### config.mk
export PLATFORM = sky130hd
export DESIGN_NAME = lru_replacement_tracker
export DESIGN_NICKNAME = d
export VERILOG_FILES = /design/src/lrut_pkg.sv /design/src/lrut_ram.sv /design/src/lru_replacement_tracker.sv
export SDC_FILE = /design/constraint.sdc
export NUM_CORES = 1
export LEC_CHECK = 0
export BUFFER_PORTS_ARGS = -buffer_cell sky130_fd_sc_hd__buf_2
export CORE_ASPECT_RATIO = 1.25
export CORE_MARGIN = 4
export CORE_UTILIZATION = 55
export DETAILED_ROUTE_END_ITERATION = 10
export PLACE_DENSITY = 0.72
export SETUP_SLACK_MARGIN = 0.3
export SKIP_LAST_GASP = 1
export SYNTH_ARGS = -nofsm -noshare
export SYNTH_HDL_FRONTEND = slang
export SYNTH_SLANG_ARGS = --single-unit
### constraint.sdc
create_clock -name i_clk -period 10.2 [get_ports i_clk]
set_clock_uncertainty 0.05 [all_clocks]
set_input_delay 2.04 -clock i_clk [delete_from_list [all_inputs] [get_ports i_clk]]
set_output_delay 2.04 -clock i_clk [all_outputs]
set_load 0.1 [all_outputs]
### src/lrut_pkg.sv
// lrut_pkg: command and status codes and fixed stream widths for the lru replacement tracker
// no dependencies; imported by lru_replacement_tracker
package lrut_pkg;

    // request kinds carried on the slave tuser
    typedef enum logic [1:0] {
        CMD_INSERT = 2'd0,
        CMD_VICTIM = 2'd1,
        CMD_ERASE  = 2'd2,
        CMD_NONE   = 2'd3
    } t_cmd;

    // result status carried on the master tuser
    typedef enum logic [1:0] {
        ST_DONE   = 2'd0,
        ST_ABSENT = 2'd1,
        ST_FULL   = 2'd2
    } t_status;

    localparam int KEY_PORT_W  = 32;
    localparam int COUNT_W     = 5;
    localparam int OUT_DATA_W  = 40;

endpackage

### src/lrut_ram.sv
// lrut_ram: generic simple dual-port ram, one write port and one registered read port
// no dependencies; used by lru_replacement_tracker for the slot table
module lrut_ram #(
    parameter int WIDTH = 8,
    parameter int DEPTH = 16
) (
    input  logic                     i_clk,
    input  logic                     i_wr_en,
    input  logic [$clog2(DEPTH)-1:0] i_wr_addr,
    input  logic [WIDTH-1:0]         i_wr_data,
    input  logic                     i_rd_en,
    input  logic [$clog2(DEPTH)-1:0] i_rd_addr,
    output logic [WIDTH-1:0]         o_rd_data
);

    logic [WIDTH-1:0] r_mem [DEPTH];
    logic [WIDTH-1:0] r_rd_data;

    // write port
    always_ff @(posedge i_clk) begin
        if (i_wr_en) begin
            r_mem[i_wr_addr] <= i_wr_data;
        end
    end

    // registered read port
    always_ff @(posedge i_clk) begin
        if (i_rd_en) begin
            r_rd_data <= r_mem[i_rd_addr];
        end
    end

    assign o_rd_data = r_rd_data;

endmodule

### src/lru_replacement_tracker.sv
// lru_replacement_tracker: recency-ordered set of up to CAPACITY keys (insert, victim, erase)
// depends on lrut_pkg and lrut_ram
//
// One request at a time. Each slot holds a key and a recency rank (0 is most recent) in one
// ram word; valid bits and the key count sit in flops. A request is served by a small
// sequencer that walks the slot ram through its single read port: a find pass locates the
// key (or the least recent slot, or the lowest free slot), and an update pass rewrites the
// ranks through the write port. An insert with a free slot and a hit run both passes; a
// miss or a full reject skips the update pass, and a victim on an empty set or an unused
// command skips both. The key is reduced to KEY_BITS bits (at most 32 are kept) before use.
module lru_replacement_tracker
    import lrut_pkg::*;
#(
    parameter int CAPACITY = 16,
    parameter int KEY_BITS = 32
) (
    input  logic                  i_clk,
    input  logic                  i_rst_n,
    // request channel
    input  logic                  i_s_tvalid,
    output logic                  o_s_tready,
    input  logic [KEY_PORT_W-1:0] i_s_tdata,   // [31:0] key
    input  logic [1:0]            i_s_tuser,   // [1:0] cmd
    // result channel
    output logic                  o_m_tvalid,
    input  logic                  i_m_tready,
    output logic [OUT_DATA_W-1:0] o_m_tdata,   // [31:0] victim_key, [36:32] count, rest zero
    output logic [1:0]            o_m_tuser    // [1:0] status
);

    localparam int AW = $clog2(CAPACITY);
    localparam int CW = $clog2(CAPACITY + 1);
    localparam int KW = (KEY_BITS < KEY_PORT_W) ? KEY_BITS : KEY_PORT_W;
    localparam int RAM_W = KW + AW;
    localparam logic [CW-1:0] CAP_C = CW'(CAPACITY);

    typedef enum logic [3:0] {
        S_IDLE   = 4'b0001,
        S_FIND   = 4'b0010,
        S_UPDATE = 4'b0100,
        S_DONE   = 4'b1000
    } t_state;

    t_state              r_state, n_state;
    logic [CW-1:0]       r_issue, n_issue;
    logic                r_pend, n_pend;
    logic [AW-1:0]       r_pidx, n_pidx;
    t_cmd                r_cmd, n_cmd;
    logic [KW-1:0]       r_key, n_key;
    logic                r_hit, n_hit;
    logic [AW-1:0]       r_slot, n_slot;
    logic [AW-1:0]       r_rank, n_rank;
    logic [KW-1:0]       r_vkey, n_vkey;
    logic                r_free_hit, n_free_hit;
    logic [AW-1:0]       r_free, n_free;
    t_status             r_status, n_status;
    logic [CAPACITY-1:0] r_valid, n_valid;
    logic [CW-1:0]       r_count, n_count;
    logic                r_out_vld, n_out_vld;
    t_status             r_out_status, n_out_status;
    logic [KEY_PORT_W-1:0] r_out_vkey, n_out_vkey;
    logic [COUNT_W-1:0]  r_out_count, n_out_count;

    logic                ram_rd_en;
    logic [AW-1:0]       ram_rd_addr;
    logic [RAM_W-1:0]    ram_rd_data;
    logic                ram_wr_en;
    logic [AW-1:0]       ram_wr_addr;
    logic [RAM_W-1:0]    ram_wr_data;

    logic                scan_go;
    logic                scan_end;
    logic [KW-1:0]       rd_key;
    logic [AW-1:0]       rd_rank;
    logic                rd_vld;
    logic                hit_now;
    logic                is_slot;

    // slot table: key above rank
    lrut_ram #(
        .WIDTH (RAM_W),
        .DEPTH (CAPACITY)
    ) u_slot_ram (
        .i_clk     (i_clk),
        .i_wr_en   (ram_wr_en),
        .i_wr_addr (ram_wr_addr),
        .i_wr_data (ram_wr_data),
        .i_rd_en   (ram_rd_en),
        .i_rd_addr (ram_rd_addr),
        .o_rd_data (ram_rd_data)
    );

    assign rd_key   = ram_rd_data[AW +: KW];
    assign rd_rank  = ram_rd_data[AW-1:0];
    assign rd_vld   = r_valid[r_pidx];
    assign scan_go  = (r_issue != CAP_C);
    assign scan_end = !scan_go && !r_pend;
    assign is_slot  = (r_pidx == r_slot);
    assign hit_now  = (r_cmd == CMD_VICTIM)
                    ? (rd_vld && (rd_rank == AW'(r_count - 1'b1)))
                    : (rd_vld && (rd_key == r_key));

    // sequencer and datapath next state
    always_comb begin
        n_state      = r_state;
        n_issue      = r_issue;
        n_pend       = r_pend;
        n_pidx       = r_pidx;
        n_cmd        = r_cmd;
        n_key        = r_key;
        n_hit        = r_hit;
        n_slot       = r_slot;
        n_rank       = r_rank;
        n_vkey       = r_vkey;
        n_free_hit   = r_free_hit;
        n_free       = r_free;
        n_status     = r_status;
        n_valid      = r_valid;
        n_count      = r_count;
        n_out_vld    = r_out_vld;
        n_out_status = r_out_status;
        n_out_vkey   = r_out_vkey;
        n_out_count  = r_out_count;
        ram_rd_en    = 1'b0;
        ram_rd_addr  = r_issue[AW-1:0];
        ram_wr_en    = 1'b0;
        ram_wr_addr  = r_pidx;
        ram_wr_data  = {rd_key, rd_rank};

        // result taken downstream
        if (r_out_vld && i_m_tready) begin
            n_out_vld = 1'b0;
        end

        // slot walk shared by both passes
        if (r_state == S_FIND || r_state == S_UPDATE) begin
            ram_rd_en = scan_go;
            n_pend    = scan_go;
            n_pidx    = r_issue[AW-1:0];
            if (scan_go) begin
                n_issue = r_issue + 1'b1;
            end
        end

        case (r_state)
            S_IDLE: begin
                if (i_s_tvalid) begin
                    n_cmd      = t_cmd'(i_s_tuser);
                    n_key      = i_s_tdata[KW-1:0];
                    n_hit      = 1'b0;
                    n_free_hit = 1'b0;
                    n_issue    = '0;
                    n_pend     = 1'b0;
                    n_vkey     = '0;
                    n_status   = ST_DONE;
                    case (t_cmd'(i_s_tuser))
                        CMD_INSERT, CMD_ERASE: n_state = S_FIND;
                        CMD_VICTIM: begin
                            if (r_count == '0) begin
                                n_status = ST_ABSENT;
                                n_state  = S_DONE;
                            end else begin
                                n_state = S_FIND;
                            end
                        end
                        default: n_state = S_DONE;
                    endcase
                end
            end

            S_FIND: begin
                // look for the key, the least recent slot, and the first free slot
                if (r_pend) begin
                    if (hit_now && !r_hit) begin
                        n_hit  = 1'b1;
                        n_slot = r_pidx;
                        n_rank = rd_rank;
                        if (r_cmd == CMD_VICTIM) begin
                            n_vkey = rd_key;
                        end
                    end
                    if (!rd_vld && !r_free_hit) begin
                        n_free_hit = 1'b1;
                        n_free     = r_pidx;
                    end
                end
                if (scan_end) begin
                    n_issue = '0;
                    if (r_hit) begin
                        n_state = S_UPDATE;
                    end else if (r_cmd == CMD_INSERT) begin
                        if (r_count == CAP_C || !r_free_hit) begin
                            n_status = ST_FULL;
                            n_state  = S_DONE;
                        end else begin
                            n_slot  = r_free;
                            n_state = S_UPDATE;
                        end
                    end else begin
                        n_status = ST_ABSENT;
                        n_state  = S_DONE;
                    end
                end
            end

            S_UPDATE: begin
                // rewrite ranks one slot per cycle
                if (r_pend) begin
                    if (r_cmd == CMD_INSERT) begin
                        if (is_slot) begin
                            ram_wr_en   = 1'b1;
                            ram_wr_data = {r_key, AW'(0)};
                        end else if (rd_vld && (!r_hit || rd_rank < r_rank)) begin
                            ram_wr_en   = 1'b1;
                            ram_wr_data = {rd_key, AW'(rd_rank + 1'b1)};
                        end
                    end else if (!is_slot && rd_vld && rd_rank > r_rank) begin
                        ram_wr_en   = 1'b1;
                        ram_wr_data = {rd_key, AW'(rd_rank - 1'b1)};
                    end
                end
                if (scan_end) begin
                    if (r_cmd != CMD_INSERT) begin
                        n_valid[r_slot] = 1'b0;
                        n_count         = r_count - 1'b1;
                    end else if (!r_hit) begin
                        n_valid[r_slot] = 1'b1;
                        n_count         = r_count + 1'b1;
                    end
                    n_state = S_DONE;
                end
            end

            S_DONE: begin
                // load the result register once it is free
                if (!r_out_vld || i_m_tready) begin
                    n_out_vld    = 1'b1;
                    n_out_status = r_status;
                    n_out_vkey   = KEY_PORT_W'(r_vkey);
                    n_out_count  = COUNT_W'(r_count);
                    n_state      = S_IDLE;
                end
            end

            default: n_state = S_IDLE;
        endcase
    end

    // control registers
    always_ff @(posedge i_clk) begin
        if (!i_rst_n) begin
            r_state   <= S_IDLE;
            r_issue   <= '0;
            r_pend    <= 1'b0;
            r_valid   <= '0;
            r_count   <= '0;
            r_out_vld <= 1'b0;
        end else begin
            r_state   <= n_state;
            r_issue   <= n_issue;
            r_pend    <= n_pend;
            r_valid   <= n_valid;
            r_count   <= n_count;
            r_out_vld <= n_out_vld;
        end
    end

    // payload registers
    always_ff @(posedge i_clk) begin
        r_pidx       <= n_pidx;
        r_cmd        <= n_cmd;
        r_key        <= n_key;
        r_hit        <= n_hit;
        r_slot       <= n_slot;
        r_rank       <= n_rank;
        r_vkey       <= n_vkey;
        r_free_hit   <= n_free_hit;
        r_free       <= n_free;
        r_status     <= n_status;
        r_out_status <= n_out_status;
        r_out_vkey   <= n_out_vkey;
        r_out_count  <= n_out_count;
    end

    // ports
    assign o_s_tready = (r_state == S_IDLE);
    assign o_m_tvalid = r_out_vld;
    assign o_m_tuser  = r_out_status;
    assign o_m_tdata  = {{(OUT_DATA_W - KEY_PORT_W - COUNT_W){1'b0}}, r_out_count, r_out_vkey};

    // count matches the number of valid slots
    a_count_matches_valid: assert property (@(posedge i_clk) disable iff (!i_rst_n)
        $countones(r_valid) == int'(r_count))
        else $error("count does not match valid slots");

    // count stays within capacity
    a_count_in_range: assert property (@(posedge i_clk) disable iff (!i_rst_n)
        r_count <= CAP_C)
        else $error("count above capacity");

    // slot table is only rewritten during the update pass
    a_write_in_update: assert property (@(posedge i_clk) disable iff (!i_rst_n)
        ram_wr_en |-> (r_state == S_UPDATE))
        else $error("slot write outside update pass");

    // a full reject only happens with every slot in use
    a_full_only_when_full: assert property (@(posedge i_clk) disable iff (!i_rst_n)
        (r_state == S_DONE && r_status == ST_FULL) |-> (r_count == CAP_C))
        else $error("full status with free slots");

    // sequencer state is one-hot
    a_state_onehot: assert property (@(posedge i_clk) disable iff (!i_rst_n)
        $onehot(r_state))
        else $error("state not one-hot");

endmodule

==> impl_metrics.tcl, run 1 <==
set metrics [dict create \
    status "finished, final reports clean" \
    mappedNetlistArea_um2 30300 \
    grt_max_degree 121 \
    diodes 0 \
    cts_resized 0 \
    min_period_ns 4.46 \
    grt_overflow_total 0 \
    endpoint_kind "output port" \
    r2r_cells 8 \
    final_layout_size_suffix_gt1_share_pct 21.6 \
    crit_buf_inv 1 \
    drc 0 \
    ys_types 60 \
    synth.most_common_cell "edfxtp_1" \
    cts-root-buf "clkbuf_16" \
    synthFlopType "edfxtp_1" \
    die-width_um 218 \
    hold_violations 0 \
    worstPathMaxFanout 8 \
    slew_headroom_pct 22.1 \
    vdd_ir_drop_max_mv 0.127 \
    fin_ws_ns 5.74 \
    clkTransAtPathRegs_ns 0.06 \
    worstSetupPathType "reg -> out" \
    antenna_left 0 \
    min_from "r_vkey[18]" \
    dp.cells 2442 \
    drv_slew 0 \
    slowest_stage "nor4b_1" \
    ys_ff_latch 769 \
    fin_setup_tns_ns 0 \
    fmax_ghz 0.224 \
    fin_util_pct 62.9 \
    routedWlPerCell_um 27.3 \
    synth_common_cells "737 x edfxtp_1, 132 x mux2i_1, 86 x nand2_1" \
    nets 1838 \
    ctsHoldBuffers 0 \
    clk_latency_ns 0.62 \
    portBuffers 78 \
    post_drt_via_cell_ratio 6.22 \
    coreArea_um2 54200 \
    worstMarginPinSlew_ns 1.17 \
    reg2reg_from "r_pidx[0]" \
    cp-start-kind "flip-flop" \
    post-route-period-util_pct 43.8 \
    max_stage_delay_ns 0.75 \
    cap_violations 0 \
    synth_top_family_by_area "multiplexers" \
    synth.area.top_cells "edfxtp_1 73%, mux4_2 5.6%, mux2i_1 4.4%" \
    holdPathEnd "r_out_vkey[18]" \
    r2r_slack_ns 6.29 \
    arrival_ns 2.37 \
    die_area_um2 59000 \
    synthMuxAreaShare_pct 12.3 \
    dpl_cell_area_um2 31700 \
    grt_pass1_vias 16179 \
    rsz0062_at_grt "no" \
    async_reset_ff_share_pct 0 \
    stdcell_count 2576 \
    die_h_um 271 \
    post-dp-hpwl_um 35600 \
    synthSimpleGateAreaFrac_pct 4.42 \
    gp_congestion 0.828 \
    setup_violations 0 \
    power_density_nw_per_um2 200 \
    synth_top_cell_by_area "edfxtp_1" \
    synth-xor-area-share_pct 1.47 \
    crit_family "simple AND/OR/NAND/NOR gates" \
    dp_slack_ns 6.29 \
    yosysTopAreaCellShare_pct 73.0 \
    grt_use_total_pct 23.9 \
    grt_pass1_wl_um 104000 \
    synth_warnings 0 \
    h-tree-depth 3 \
    io_pins 82 \
    syn_inst 1691 \
    routed-via-count 16016 \
    area_delta_synth_final_pct 12.4 \
    synth_compound_area_share_pct 4.86 \
    cts_tree "built" \
    drt_iter0_markers 1853 \
    power_leakage_uw 0.0107 \
    cts.path.max_buffers 3 \
    cts-buffers-inserted 73 \
    synth_edf_count 737 \
    hp-class "reg -> reg" \
    start_util_pct 55.9 \
    clock-sinks 769 \
    yosysSeqAreaShare_pct 75.1 \
    antenna_found_initial 0 \
    num_rows 95 \
    stdcell_area_um2 34100 \
    post_cts_buffers 0 \
    cp.required_ns 8.11 \
    syn_avg_cell_area_um2 17.9 \
    crit_chain "nor4b_1 -> buf_2" \
    synthAdderAreaFrac_pct 0.413 \
    first_pass_iters 5 \
    postRouteWirelength_um 70200 \
    r2r_end "u_slot_ram.r_mem[2][21]" \
    hold_path_depth 0 \
]
## worst max-delay path by stage
| stage | endpoint | startpoint | depth (start not counted) | slack, ns |
|---|---|---|---|---|
| 2_1_floorplan | r_vkey[0] | r_state[0] | 3 | 3.97 |
| 6_report | o_s_tready | r_state[0] | 2 | 5.74 |
| 5_1_grt | o_s_tready | r_state[0] | 2 | 5.66 |
| 4_1_cts | o_s_tready | r_state[0] | 2 | 5.74 |
| 3_5_place_dp | u_slot_ram.o_rd_data[20] | r_issue[0] | 7 | 6.29 |
| 3_3_place_gp | u_slot_ram.o_rd_data[20] | r_issue[0] | 7 | 6.30 |
## registers in the layout, indices dropped and copies added, names as in the netlist, 5 cells and up, named ones only
name                  flops
r_vkey                   32
r_count                   5
r_key                    32
u_slot_ram.r_mem        576
r_out_count               5
u_slot_ram.o_rd_data     36
r_out_vkey               32
r_issue                   5
## cell type report
type                       instances  area (µm²)
clock buffer                      83        1910
clock inverter                    51         504
fill                            3789       20100
inverter                          19        71.3
multi-input combinational        818        7270
sequential                       769       22800
tap                              727         910
timing repair buffer             109         636
## kinds of logic after synthesis
family / after synthesis
xor+xnor: 51
simple gates: 253
compound gates: 231
flops: 769
mux: 270
buf+inv: 106
other cells: 1
fa+ha+maj: 10
## power by group
part | switching (µW) | total, µW | internal (µW) | leakage [µW]
Clock | 1150 | 2710 | 1560 | 0.00116
Sequential | 62.8 | 3650 | 3580 | 0.00694
Combinational | 330 | 450 | 120 | 0.00264
## through the flow
stage,hold slack [ns],total power (µW)
after global placement,0.352,4150
after floorplan,0.350,4000
after detailed placement,0.355,4160
after CTS,0.364,6850
after global routing,0.368,7020
final,0.363,6800
## per-layer routing
metal,wire length (µm),up-vias,share of wire (%),GRT usage (%)
met5,0,-,0,0
met4,2010,0,2.9,7.80
met3,5100,128,7.3,4.70
met2,35700,676,51,39.9
met1,27500,8285,39,31.8
li1,-,6927,-,-
## cell usage in the layout, fill, tap and decap left out, types with 9 or more instances in the layout
cell and n:
mux2i_1 132, nor2_1 22, xor2_1 31, nor4_2 16, inv_1 17, ha_1 10
nor2b_1 19, nand3_1 15, edfxtp_1 737, a21oi_1 50, a31oi_1 9, nand2_1 85
dfxtp_1 28, and2_1 39, clkinv_1 17, xnor2_1 20, a22oi_1 36, a221oi_1 37
clkbuf_16 75, o21ai_0 73, buf_2 78, buf_4 30, clkinv_2 12, mux4_2 76
mux2_2 62
## worst reg2reg max path, stage by stage (launching register included)
cell,delay (ns)
edfxtp_1,0.60
mux4_2,0.44
mux2i_1,0.07
mux2i_1,0.71
and2b_1,0.32
o21ai_1,0.08
buf_4,0.22
nor4_2,0.29
buf_4,0.74
(Power assumes the default switching activity.)
==> inputs of run 2 (changes only) <==
--- a/config.mk
+++ b/config.mk
@@ -10,7 +10,7 @@
 export CORE_MARGIN = 4
 export CORE_UTILIZATION = 55
 export DETAILED_ROUTE_END_ITERATION = 10
-export PLACE_DENSITY = 0.72
+export PLACE_DENSITY = 0.74
 export SETUP_SLACK_MARGIN = 0.3
 export SKIP_LAST_GASP = 1
 export SYNTH_ARGS = -nofsm -noshare
==> constraint.sdc (replaced) <==
create_clock -name i_clk -period 3.9 [get_ports i_clk]
set_clock_uncertainty 0.05 [all_clocks]
set_input_delay 0.78 -clock i_clk [delete_from_list [all_inputs] [get_ports i_clk]]
set_output_delay 0.78 -clock i_clk [all_outputs]
set_load 0.1 [all_outputs]
==> run 2 against run 1 <==
Effect of this change: utilization grew 0.75 points; routed wire length shrank 3.1%; highest routed layer unchanged; critical path depth grew 7; register-to-register slack lost 5.8 ns; final cell count grew 0.97%; sequential power grew to 2.6 times the previous value.
==> impl_metrics.tcl, run 2 (synthesized netlist as in run 1, its figures left out) <==
set metrics [dict create \
    cp-startpoint "u_slot_ram.o_rd_data[3]" \
    switchingPower_uw 4060 \
    slew_headroom_pct 23.9 \
    portBuffers 78 \
    gp_congestion 0.847 \
    cts-root-buf "clkbuf_16" \
    power.share.sequential_pct 53.3 \
    area_delta_synth_final_pct 13.7 \
    grt_use_total_pct 23.1 \
    vdd_ir_drop_max_mv 0.379 \
    stdcell_area_um2 34500 \
    cts_tree "built" \
    clkTransAtPathRegs_ns 0.06 \
    nets 1865 \
    r2r_slack_ns 0.46 \
    worstPathMaxFanout 36 \
    endpoint_kind "flip-flop" \
    hold_violations 0 \
    crit_path_end "u_slot_ram.r_mem[11][27]" \
    grt_overflow_total 0 \
    setup_violations 0 \
    num_rows 95 \
    grt_max_degree 142 \
    n_fill_cell 3670 \
    slowest_stage "buf_4" \
    cp.required_ns 4.07 \
    power_leakage_uw 0.0109 \
    crit_chain "ha_1 -> nand3_1 -> o221ai_1 -> nand3_1 -> and2b_2 -> o21ai_4 -> buf_4 -> nor4_4 -> buf_4" \
    postRouteWirelength_um 68000 \
    post-route-period-util_pct 88.1 \
    routedWlPerCell_um 26.2 \
    status "finished, final reports clean" \
    fin_ws_ns 0.463 \
    coreArea_um2 54200 \
    start_util_pct 55.9 \
    fin_setup_tns_ns 0 \
    largest_reg_flops 576 \
    post-dp-hpwl_um 40000 \
    drt_iter0_markers 1788 \
    grt_pass1_wl_um 102000 \
    power.total_uw 17900 \
    max_stage_delay_ns 0.62 \
    worstMarginPinSlew_ns 1.14 \
    reg2reg_from "u_slot_ram.o_rd_data[3]" \
    power.internal_uw 13800 \
    cap_violations 0 \
    grt_pass1_vias 16085 \
    stdcell_count 2601 \
    final_layout_size_suffix_gt1_share_pct 22.4 \
    post_cts_buffers 0 \
    regMostFlops "u_slot_ram.r_mem" \
    drv_slew 0 \
    arrival_ns 3.61 \
    power_frac_clock_pct 39.5 \
    routed-via-count 15990 \
    r2r_cells 9 \
    cts-buffers-inserted 74 \
    switching_share_pct 22.7 \
    final_cell_mix "737 x edfxtp_1, 131 x mux2i_1, 86 x nand2_1" \
    drc 0 \
    crit_buf_inv 2 \
    die_area_um2 59000 \
    cp-start-kind "flip-flop" \
    antenna_left 0 \
    crit_cells 9 \
    r2r_end "u_slot_ram.r_mem[11][27]" \
    antenna_found_initial 0 \
    rsz0062_at_grt "no" \
    fmax_ghz 0.291 \
    die-width_um 218 \
    min_period_ns 3.44 \
    layout_commonest_cell "edfxtp_1" \
    die_h_um 271 \
    ctsHoldBuffers 0 \
    diodes 0 \
    dpl_cell_area_um2 32100 \
    crit_family "buffers and inverters" \
    power_frac_comb_pct 7.2 \
    cts.path.max_buffers 3 \
    worstSetupPathType "reg -> reg" \
    hp-class "in -> reg" \
    io_pins 82 \
    dp.cells 2468 \
    dp_slack_ns 0.404 \
    h-tree-depth 3 \
    clk_latency_ns 0.62 \
    post_drt_via_cell_ratio 6.15 \
    clock-sinks 769 \
    cts_resized 0 \
    first_pass_iters 5 \
    power_density_nw_per_um2 518 \
]
[run 2: cell count changes in the layout (fill, tap and decap cells not counted), sizes merged]
cell	previous run	this run
buf	109	135
clkbuf	83	98
clkinv	33	26
clkinvlp	7	0
bufinv	8	7
inv	22	21
[run 2: routing by layer]
layer  up-vias  global-route usage [%]  share of wire (%)
li1       6974                       -                  -
met1      8180                    32.1                 40
met2       713                    37.3                 49
met3       123                    3.93                7.4
met4         0                    8.37                3.3
met5         -                       0                  0
[run 2: cell type report]
type	count	area, µm²	area share [%]
well taps	727	910	2.64
multi-input cells	818	7440	21.6
inverters	19	71.3	0.207
clock buffers	98	2010	5.82
flip-flops and latches	769	22800	66.1
repair buffers	135	893	2.59
clock inverters	35	379	1.10
[run 2: worst register-to-register path, delay by kind of cell, from the launching register on]
kind | cells | cell delay [ns]
AO/OA/AOI/OAI | 2 | 0.42
adder cells (fa/ha/maj) | 1 | 0.37
buffers and inverters | 2 | 0.92
flip-flops | 1 | 0.48
AND/OR/NAND/NOR | 4 | 0.81
[run 2: worst min-delay path by stage]
stage | startpoint | endpoint | slack [ns] | depth (start not counted)
after floorplan | r_status[0] | o_m_tuser[0] | 0.35 | 0
after global placement | r_vkey[19] | r_out_vkey[19] | 0.35 | 0
after detailed placement | r_vkey[10] | r_out_vkey[10] | 0.35 | 0
after CTS | i_s_tdata[12] | r_key[12] | 0.25 | 1
after global routing | i_s_tdata[20] | r_key[20] | 0.27 | 1
final | i_s_tdata[12] | r_key[12] | 0.29 | 1
[run 2: through the flow]
stage | hold slack (ns) | utilization [%]
2_1_floorplan | 0.350 | -
3_3_place_gp | 0.351 | 59.2
3_5_place_dp | 0.355 | 59.2
4_1_cts | 0.251 | 63.6
5_1_grt | 0.265 | 63.6
6_report | 0.285 | 63.6
[run 2: power groups by stage]
stage	Combinational (µW)	Clock [µW]	Sequential [µW]
finish	1280	7070	9530
global placement	1270	0	9690
floorplan	712	0	9780
detailed placement	1290	0	9700
global route	1360	7570	9540
CTS	1290	7170	9530
